===== src/rtl/tkdlp_pkg.sv =====
// Package for the two-key touch debounce with long-press detection.
// Holds the shared field widths, the register index codes and the event types.
// Has no dependencies.
package tkdlp_pkg;

  localparam int TIME_W  = 32;
  localparam int TOUCH_W = 16;
  localparam int CFG_W   = 16;
  localparam int CFG_IDX_W = 3;

  // Configuration register indexes.
  localparam logic [CFG_IDX_W-1:0] REG_LEFT_THRESHOLD  = 3'd0;
  localparam logic [CFG_IDX_W-1:0] REG_RIGHT_THRESHOLD = 3'd1;
  localparam logic [CFG_IDX_W-1:0] REG_ACTIVE_BELOW    = 3'd2;
  localparam logic [CFG_IDX_W-1:0] REG_DEBOUNCE_MS     = 3'd3;
  localparam logic [CFG_IDX_W-1:0] REG_LONG_PRESS_MS   = 3'd4;

  // Event kinds.
  localparam logic ACTION_SHORT = 1'b0;
  localparam logic ACTION_LONG  = 1'b1;

  // Event found by one key lane in one poll.
  typedef struct packed {
    logic               valid;
    logic               action;
    logic [TIME_W-1:0]  duration_ms;
    logic [TOUCH_W-1:0] touch_value;
  } lane_ev_t;

  // One queued result.
  typedef struct packed {
    logic               key;
    logic               action;
    logic [TIME_W-1:0]  duration_ms;
    logic [TOUCH_W-1:0] touch_value;
    logic [TIME_W-1:0]  event_time_ms;
    logic               last;
  } result_t;

endpackage


===== src/rtl/tkdlp_lane.sv =====
// One key lane: threshold compare, debounce and press timing for a single key.
// Depends on tkdlp_pkg for widths and the lane event type.
module tkdlp_lane
  import tkdlp_pkg::*;
(
  input  logic               clk,
  input  logic               rst,
  input  logic               fire,
  input  logic               primed,
  input  logic [TIME_W-1:0]  now_ms,
  input  logic [TOUCH_W-1:0] sample,
  input  logic [CFG_W-1:0]   level,
  input  logic               active_below,
  input  logic [CFG_W-1:0]   debounce_ms,
  input  logic [CFG_W-1:0]   long_press_ms,
  output lane_ev_t           ev
);

  logic              raw_pressed, raw_pressed_next;
  logic              stable_pressed, stable_pressed_next;
  logic              long_sent, long_sent_next;
  logic [TIME_W-1:0] raw_change_time, raw_change_time_next;
  logic [TIME_W-1:0] press_start_time, press_start_time_next;

  logic              pressed;
  logic [TIME_W-1:0] since_change;
  logic [TIME_W-1:0] held;
  logic              settle;
  logic              short_ev;
  logic              long_ev;

  // Raw compare, debounce and event decision for this poll.
  always_comb begin
    pressed = active_below ? (sample <= level) : (sample >= level);

    raw_pressed_next     = pressed;
    raw_change_time_next = (pressed != raw_pressed) ? now_ms : raw_change_time;
    since_change         = now_ms - raw_change_time_next;
    settle = (raw_pressed_next != stable_pressed) &&
             (since_change >= {{(TIME_W-CFG_W){1'b0}}, debounce_ms});

    stable_pressed_next   = settle ? raw_pressed_next : stable_pressed;
    press_start_time_next = press_start_time;
    long_sent_next        = long_sent;
    short_ev              = 1'b0;
    if (settle) begin
      if (raw_pressed_next) begin
        press_start_time_next = now_ms;
        long_sent_next        = 1'b0;
      end else if (!long_sent) begin
        short_ev = 1'b1;
      end
    end

    // A short release leaves the start time untouched, so one subtractor serves both kinds.
    held    = now_ms - press_start_time_next;
    long_ev = stable_pressed_next && !long_sent_next &&
              (held >= {{(TIME_W-CFG_W){1'b0}}, long_press_ms});
    if (long_ev) begin
      long_sent_next = 1'b1;
    end

    // The priming poll loads the state from the first sample and reports nothing.
    if (!primed) begin
      raw_pressed_next      = pressed;
      stable_pressed_next   = pressed;
      long_sent_next        = 1'b0;
      raw_change_time_next  = now_ms;
      press_start_time_next = pressed ? now_ms : '0;
      short_ev              = 1'b0;
      long_ev               = 1'b0;
    end

    ev.valid       = short_ev || long_ev;
    ev.action      = long_ev ? ACTION_LONG : ACTION_SHORT;
    ev.duration_ms = held;
    ev.touch_value = sample;
  end

  // Key state advances only on an accepted poll.
  always_ff @(posedge clk) begin
    if (rst) begin
      raw_pressed      <= 1'b0;
      stable_pressed   <= 1'b0;
      long_sent        <= 1'b0;
      raw_change_time  <= '0;
      press_start_time <= '0;
    end else if (fire) begin
      raw_pressed      <= raw_pressed_next;
      stable_pressed   <= stable_pressed_next;
      long_sent        <= long_sent_next;
      raw_change_time  <= raw_change_time_next;
      press_start_time <= press_start_time_next;
    end
  end

endmodule


===== src/rtl/tkdlp_merge.sv =====
// Merging stage: orders the lane events of a poll, marks the last one and queues them.
// Depends on tkdlp_pkg for the event and result types.
module tkdlp_merge
  import tkdlp_pkg::*;
#(
  parameter int DEPTH = 4
) (
  input  logic              clk,
  input  logic              rst,
  input  logic              fire,
  input  logic [TIME_W-1:0] now_ms,
  input  lane_ev_t          ev_left,
  input  lane_ev_t          ev_right,
  output logic              in_ready,
  output logic              out_valid,
  input  logic              out_ready,
  output result_t           out_res
);

  localparam int PW = (DEPTH > 1) ? $clog2(DEPTH) : 1;
  localparam int CW = $clog2(DEPTH + 1);
  localparam logic [PW-1:0] LAST_SLOT = PW'(DEPTH - 1);
  localparam logic [CW-1:0] ROOM_LIMIT = CW'(DEPTH - 2);

  result_t       queue [DEPTH];
  logic [PW-1:0] wr_ptr, wr_ptr_next, wr_ptr_p1;
  logic [PW-1:0] rd_ptr;
  logic [CW-1:0] count, count_next;

  result_t       first_res, second_res;
  logic          push_one, push_two;
  logic          pop;

  // Left event goes out first; the final event of the poll carries last.
  always_comb begin
    first_res.key           = ev_left.valid ? 1'b0 : 1'b1;
    first_res.action        = ev_left.valid ? ev_left.action : ev_right.action;
    first_res.duration_ms   = ev_left.valid ? ev_left.duration_ms : ev_right.duration_ms;
    first_res.touch_value   = ev_left.valid ? ev_left.touch_value : ev_right.touch_value;
    first_res.event_time_ms = now_ms;
    first_res.last          = !(ev_left.valid && ev_right.valid);

    second_res.key           = 1'b1;
    second_res.action        = ev_right.action;
    second_res.duration_ms   = ev_right.duration_ms;
    second_res.touch_value   = ev_right.touch_value;
    second_res.event_time_ms = now_ms;
    second_res.last          = 1'b1;

    push_one = fire && (ev_left.valid || ev_right.valid);
    push_two = fire && ev_left.valid && ev_right.valid;
    pop      = out_valid && out_ready;

    wr_ptr_p1 = (wr_ptr == LAST_SLOT) ? '0 : wr_ptr + 1'b1;
    if (push_two) begin
      wr_ptr_next = (wr_ptr_p1 == LAST_SLOT) ? '0 : wr_ptr_p1 + 1'b1;
    end else if (push_one) begin
      wr_ptr_next = wr_ptr_p1;
    end else begin
      wr_ptr_next = wr_ptr;
    end

    count_next = count + CW'(push_one) + CW'(push_two) - CW'(pop);
  end

  assign in_ready  = (count <= ROOM_LIMIT);
  assign out_valid = (count != '0);
  assign out_res   = queue[rd_ptr];

  // Queue pointers and fill count.
  always_ff @(posedge clk) begin
    if (rst) begin
      wr_ptr <= '0;
      rd_ptr <= '0;
      count  <= '0;
    end else begin
      wr_ptr <= wr_ptr_next;
      count  <= count_next;
      if (pop) begin
        rd_ptr <= (rd_ptr == LAST_SLOT) ? '0 : rd_ptr + 1'b1;
      end
    end
  end

  // Queue storage holds payload only.
  always_ff @(posedge clk) begin
    if (push_one) begin
      queue[wr_ptr] <= first_res;
    end
    if (push_two) begin
      queue[wr_ptr_p1] <= second_res;
    end
  end

  a_count_bound: assert property (@(posedge clk) disable iff (rst)
    count <= CW'(DEPTH))
    else $error("result queue overfilled");

  a_room_on_accept: assert property (@(posedge clk) disable iff (rst)
    fire |-> count <= ROOM_LIMIT)
    else $error("poll accepted without room for two results");

  a_two_events: assert property (@(posedge clk) disable iff (rst)
    (push_two && !pop) |=> count == $past(count) + CW'(2))
    else $error("two-event poll did not queue two results");

  a_pop_drains: assert property (@(posedge clk) disable iff (rst)
    (pop && !push_one) |=> count == $past(count) - CW'(1))
    else $error("delivered result not removed from queue");

endmodule


===== src/rtl/touch_key_debounce_long_press.sv =====
// Top level of the two-key touch debounce with long-press detection.
// Instantiates tkdlp_lane twice and tkdlp_merge; uses tkdlp_pkg.
//
// Usage:
// - Slave stream carries one poll per transaction:
//   s_axis_tdata = {right_touch, left_touch, now_ms}, now_ms in the lowest bits.
// - Master stream carries one event per transaction; tuser holds key and action,
//   tlast marks the final event of a poll. A poll that yields no event sends nothing.
// - Configuration: cfg_we writes cfg_wdata to register cfg_addr
//   (0 left threshold, 1 right threshold, 2 active below, 3 debounce, 4 long press).
// - Events of an accepted poll are written into the result queue and presented from there.
// - Throughput: one poll per cycle while s_axis_tready is high; the two key lanes work in
//   parallel and the output port, at one event per cycle while m_axis_tready is high, sets
//   the limit, since a poll with events on both keys yields two output events.
// - The result queue holds QUEUE_DEPTH events; s_axis_tready is high while at least
//   two slots are free, so a stalled receiver back-pressures polls without loss.
// - Reset clears all key state and restores the register defaults; the first poll
//   after reset only loads the key state and produces no event.
module touch_key_debounce_long_press
  import tkdlp_pkg::*;
#(
  parameter int QUEUE_DEPTH = 4
) (
  input  logic                 clk,
  input  logic                 rst,
  input  logic                 s_axis_tvalid,
  output logic                 s_axis_tready,
  input  logic [63:0]          s_axis_tdata,   // now_ms[31:0], left_touch[47:32], right_touch[63:48]
  output logic                 m_axis_tvalid,
  input  logic                 m_axis_tready,
  output logic [79:0]          m_axis_tdata,   // duration_ms[31:0], touch_value[47:32], event_time_ms[79:48]
  output logic [1:0]           m_axis_tuser,   // key[0], action[1]
  output logic                 m_axis_tlast,
  input  logic                 cfg_we,
  input  logic [CFG_IDX_W-1:0] cfg_addr,
  input  logic [CFG_W-1:0]     cfg_wdata
);

  logic [CFG_W-1:0] left_threshold;
  logic [CFG_W-1:0] right_threshold;
  logic             active_below;
  logic [CFG_W-1:0] debounce_ms;
  logic [CFG_W-1:0] long_press_ms;
  logic             primed;

  logic               fire;
  logic [TIME_W-1:0]  now_ms;
  logic [TOUCH_W-1:0] left_touch;
  logic [TOUCH_W-1:0] right_touch;
  lane_ev_t           ev_left;
  lane_ev_t           ev_right;
  result_t            res;

  assign now_ms      = s_axis_tdata[31:0];
  assign left_touch  = s_axis_tdata[47:32];
  assign right_touch = s_axis_tdata[63:48];
  assign fire        = s_axis_tvalid && s_axis_tready;

  // Configuration registers.
  always_ff @(posedge clk) begin
    if (rst) begin
      left_threshold  <= 16'd40;
      right_threshold <= 16'd40;
      active_below    <= 1'b1;
      debounce_ms     <= 16'd30;
      long_press_ms   <= 16'd800;
    end else if (cfg_we) begin
      unique case (cfg_addr)
        REG_LEFT_THRESHOLD:  left_threshold  <= cfg_wdata;
        REG_RIGHT_THRESHOLD: right_threshold <= cfg_wdata;
        REG_ACTIVE_BELOW:    active_below    <= cfg_wdata[0];
        REG_DEBOUNCE_MS:     debounce_ms     <= cfg_wdata;
        REG_LONG_PRESS_MS:   long_press_ms   <= cfg_wdata;
        default: ;
      endcase
    end
  end

  // Set by the first accepted poll.
  always_ff @(posedge clk) begin
    if (rst) begin
      primed <= 1'b0;
    end else if (fire) begin
      primed <= 1'b1;
    end
  end

  tkdlp_lane u_lane_left (
    .clk           (clk),
    .rst           (rst),
    .fire          (fire),
    .primed        (primed),
    .now_ms        (now_ms),
    .sample        (left_touch),
    .level         (left_threshold),
    .active_below  (active_below),
    .debounce_ms   (debounce_ms),
    .long_press_ms (long_press_ms),
    .ev            (ev_left)
  );

  tkdlp_lane u_lane_right (
    .clk           (clk),
    .rst           (rst),
    .fire          (fire),
    .primed        (primed),
    .now_ms        (now_ms),
    .sample        (right_touch),
    .level         (right_threshold),
    .active_below  (active_below),
    .debounce_ms   (debounce_ms),
    .long_press_ms (long_press_ms),
    .ev            (ev_right)
  );

  tkdlp_merge #(
    .DEPTH (QUEUE_DEPTH)
  ) u_merge (
    .clk       (clk),
    .rst       (rst),
    .fire      (fire),
    .now_ms    (now_ms),
    .ev_left   (ev_left),
    .ev_right  (ev_right),
    .in_ready  (s_axis_tready),
    .out_valid (m_axis_tvalid),
    .out_ready (m_axis_tready),
    .out_res   (res)
  );

  // Pack the queued result onto the master stream.
  assign m_axis_tdata = {res.event_time_ms, res.touch_value, res.duration_ms};
  assign m_axis_tuser = {res.action, res.key};
  assign m_axis_tlast = res.last;

endmodule

===== config.mk =====
export PLATFORM = sky130hd
export DESIGN_NAME = touch_key_debounce_long_press
export DESIGN_NICKNAME = d
export VERILOG_FILES = /design/src/rtl/tkdlp_pkg.sv /design/src/rtl/tkdlp_lane.sv /design/src/rtl/tkdlp_merge.sv /design/src/rtl/touch_key_debounce_long_press.sv
export SDC_FILE = /design/constraint.sdc
export NUM_CORES = 2
export LEC_CHECK = 0
export BUFFER_PORTS_ARGS = -buffer_cell sky130_fd_sc_hd__buf_4
export CAP_MARGIN = 20
export CORE_MARGIN = 5
export CORE_UTILIZATION = 55
export DETAILED_ROUTE_END_ITERATION = 7
export GPL_TIMING_DRIVEN = 1
export PLACE_DENSITY = 0.78
export SLEW_MARGIN = 20
export SYNTH_ARGS = -nofsm -noshare
export SYNTH_HDL_FRONTEND = slang
export SYNTH_SLANG_ARGS = --single-unit

===== constraint.sdc =====
create_clock -name clk -period 22.9 [get_ports clk]
set_input_delay 0 -clock clk [delete_from_list [all_inputs] [get_ports clk]]
set_output_delay 0 -clock clk [all_outputs]
set_load 0.01 [all_outputs]

==> impl_metrics.env <==
export IMPL_status="finished, violations left"
export IMPL_violations="design-rule violations"
export IMPL_grt_max_degree=120
export IMPL_drc=1
export IMPL_swShare_pct=38.4
export IMPL_layout_setup_ws_ns=5.54
export IMPL_crit_buf_inv=5
export IMPL_endpoint_kind="flop"
export IMPL_cap_violations=0
export IMPL_wl_mm=114
export IMPL_ir_worst_vdd_mv=0.0694
export IMPL_grt_pass1_wl_mm=175
export IMPL_cts_root_buf="clkbuf_16"
export IMPL_clock_latency_ns=0.65
export IMPL_cpLargestDelayFamily="compound AO/OA/AOI/OAI gates"
export IMPL_synth_area_per_cell_sq_um=9.59
export IMPL_pre_cts_slack_ns=6.11
export IMPL_grt_antenna_before_repair=3
export IMPL_synth_compound_area_share_pct=20.4
export IMPL_start_util_pct=55.3
export IMPL_clkTransAtPathRegs_ns=0.06
export IMPL_synth_edf_count=324
export IMPL_grt_total_usage_pct=31.2
export IMPL_cp_arrival_ns=17.88
export IMPL_dp_hpwl_mm=80.0
export IMPL_hold_viol_final=0
export IMPL_cpMostUsedCell="ha_1"
export IMPL_synthMuxAreaShare_pct=9.20
export IMPL_dieArea_sq_um=69900
export IMPL_final_max_slew_violation_count=0
export IMPL_clock_skew_ns=0.0225
export IMPL_p_switching_w=0.00142
export IMPL_fin_crit_sh_pct=75.8
export IMPL_routedWlPerCell_um=23.9
export IMPL_synth_top_family_by_area="compound AO/OA/AOI/OAI gates"
export IMPL_power_total_w=0.00371
export IMPL_io_buffers=172
export IMPL_intPower_w=0.00228
export IMPL_seq_power_share_pct=30.9
export IMPL_async_flop_share_pct=0
export IMPL_synth_xor_area_share_pct=2.29
export IMPL_synth_cell_types=118
export IMPL_ys_warn_count=0
export IMPL_drive_gt1_share_pct=12.6
export IMPL_yosysMostFrequentCell="nand2_1"
export IMPL_syn_to_final_growth_pct=13.7
export IMPL_path_class="flop to flop"
export IMPL_fin_tns_setup_ns=0
export IMPL_vias=31381
export IMPL_grt_pass1_vias=29933
export IMPL_dr_pass1_iters=8
export IMPL_power_share_combinational_pct=41.5
export IMPL_cts_sinks=541
export IMPL_pwr_share_clk_pct=27.6
export IMPL_rows=93
export IMPL_cts_buffers_inserted=59
export IMPL_htreeDepth=2
export IMPL_synthFlopType="edfxtp_1"
export IMPL_ys_ff_latch=541
export IMPL_vias_per_cell=6.60
export IMPL_startpoint_type="flop"
export IMPL_pin_count=173
export IMPL_synthDominantCellAreaShare_pct=27.3
export IMPL_fmax_mhz=57.6
export IMPL_synth_area_sq_um=35600
export IMPL_hold_class="primary input to flop"
export IMPL_cts_tree="built"
export IMPL_worst_pin_slew_ns=1.22
export IMPL_drt_iter0_drc=3683
export IMPL_utilization_pct=62.9
export IMPL_synthSimpleGateAreaFrac_pct=16.5
export IMPL_cpPeakStageDelay_ns=0.76
export IMPL_ys_seq_area_share_pct=39.5
export IMPL_cts_setup_buffers=0
export IMPL_cts_hold_buffers=101
export IMPL_core_sq_um=64300
export IMPL_synth_top_area_cell="edfxtp_1"
export IMPL_gp_congestion=1.00
export IMPL_yosys_area_share_adder_pct=7.79
export IMPL_hold_ws_ns=0.0623
export IMPL_cts_resized=0
export IMPL_clockBufferDepth=3
export IMPL_fin_crit_ns=17.36
export IMPL_nets=4150
export IMPL_slew_headroom_pct=17.4
export IMPL_synth_cells=3713
export IMPL_rsz0062_at_grt="false"
export IMPL_cp_required_ns=23.42
export IMPL_netlist_top_cells_count="nand2_1 (486), edfxtp_1 (324), a21oi_1 (303), nor2_1 (218), dfxtp_1 (217)"
export IMPL_fp_dieH_um=264
export IMPL_slowest_stage="and2_1"
export IMPL_crit_fanout=28
export IMPL_synth_area_leaders="edfxtp_1 (27%), dfxtp_1 (12%), ha_1 (7.3%)"
export IMPL_power_density_nw_per_um2=91.5
export IMPL_synth_nets=4014
export IMPL_setup_violations=0
export IMPL_die_w_um=264
export IMPL_detail_route_antenna_nets=0
export IMPL_p_leak_nw=15.5
export IMPL_gr_total_overflow=0
==> power by group through the flow <==
stage               registers, W  logic, W  clock network, W
floorplan                0.00114   0.00105                 0
global placement         0.00116   0.00148                 0
detailed placement       0.00116   0.00149                 0
CTS                      0.00114   0.00151           0.00103
global route             0.00115   0.00167           0.00107
finish                   0.00114   0.00154           0.00102
==> routing by layer <==
metal	wire, um	vias to the layer above	part of all wire [%]	GRT usage, %
met5	0	-	0	0
met4	5770	0	5.1	13.9
met3	11800	343	10	5.79
met2	51800	1821	46	49.7
met1	44300	15044	39	42.0
li1	-	14173	-	-
==> registers in the layout, summed over array words and instances (netlist names), 3 cells and up, named ones only <==
register / cells
debounce_ms: 16
left_threshold: 16
long_press_ms: 16
right_threshold: 16
u_lane_left.press_start_time: 32
u_lane_left.raw_change_time: 32
u_lane_right.press_start_time: 32
u_lane_right.raw_change_time: 32
u_merge.count: 3
u_merge.queue: 332
==> worst reg2reg max path: cells and delay by family, from the launching register on <==
kind                       cells  cell delay (ns)
AOI/OAI and AO/OA             26             6.94
and+or+nand+nor               18             5.65
adders and majority gates      7             2.34
buffers and inverters          5             1.27
xor gates and xnor gates       1             0.36
muxes                          1             0.34
DFF                            1             0.33
==> cells by family (layout without fill, tap and decap cells) <==
group | count (synthesis) | count (layout)
buffers and inverters | 383 | 570
DFF | 541 | 541
AOI/OAI and AO/OA | 1045 | 1045
other | 0 | 2
adders and majority gates | 221 | 221
xor gates and xnor gates | 93 | 93
and+or+nand+nor | 1208 | 1208
muxes | 222 | 222
==> area by class of cell <==
class / instances / area, sq um
diodes: 2 / 5.00
well taps: 855 / 1070
fillers: 5128 / 23800
flip-flops and latches: 541 / 14100
repair buffers: 312 / 2620
inverters: 146 / 553
multi-input cells: 2789 / 20100
clock buffers: 73 / 1580
clock inverters: 39 / 502
==> worst paths after layout <==
kind	cells after the start	start	slack [ns]	end
hold reg to reg	2	u_merge.queue[2][82]$_SDFFE_PP1P_	0.44	u_merge.queue[2][82]$_SDFFE_PP1P_
setup / recovery	58	right_threshold[7]$_SDFFE_PP0P_	5.54	u_merge.queue[1][37]$_DFFE_PP_
setup reg to reg	58	right_threshold[7]$_SDFFE_PP0P_	5.54	u_merge.queue[1][37]$_DFFE_PP_
hold / removal	3	s_axis_tdata[32]	0.06	u_merge.queue[2][33]$_DFFE_PP_
==> layout by cell type, fill, tap and decap left out, types with 16 or more instances in the layout <==
master / count
and2_1: 83
nand4_1: 29
nor2b_1: 104
a31oi_1: 21
o21ai_0: 122
nand3_1: 66
a211oi_1: 27
xor2_1: 42
o32ai_1: 16
a32o_1: 64
o21a_1: 29
o21bai_1: 17
a21oi_1: 300
buf_4: 209
edfxtp_1: 324
a22oi_1: 36
a21o_1: 62
ha_1: 209
dlygate4sd3_1: 101
o21ai_1: 26
a222oi_1: 31
and3_1: 21
nand2_1: 485
nor2_1: 213
xnor2_1: 51
nand2b_1: 53
o22ai_1: 72
o211ai_1: 19
mux4_2: 83
mux2i_1: 127
inv_1: 142
dfxtp_1: 214
nor3_1: 38
a22o_1: 35
clkbuf_16: 59
==> through the flow <==
step	cell area, sq um	std cells
5_1_grt	40500	4757
4_1_cts	40500	4754
3_3_place_gp	37400	4541
2_1_floorplan	35600	3713
3_5_place_dp	37400	4541
6_report	40500	4757
No activity file was read; power rests on OpenSTA's default activity.
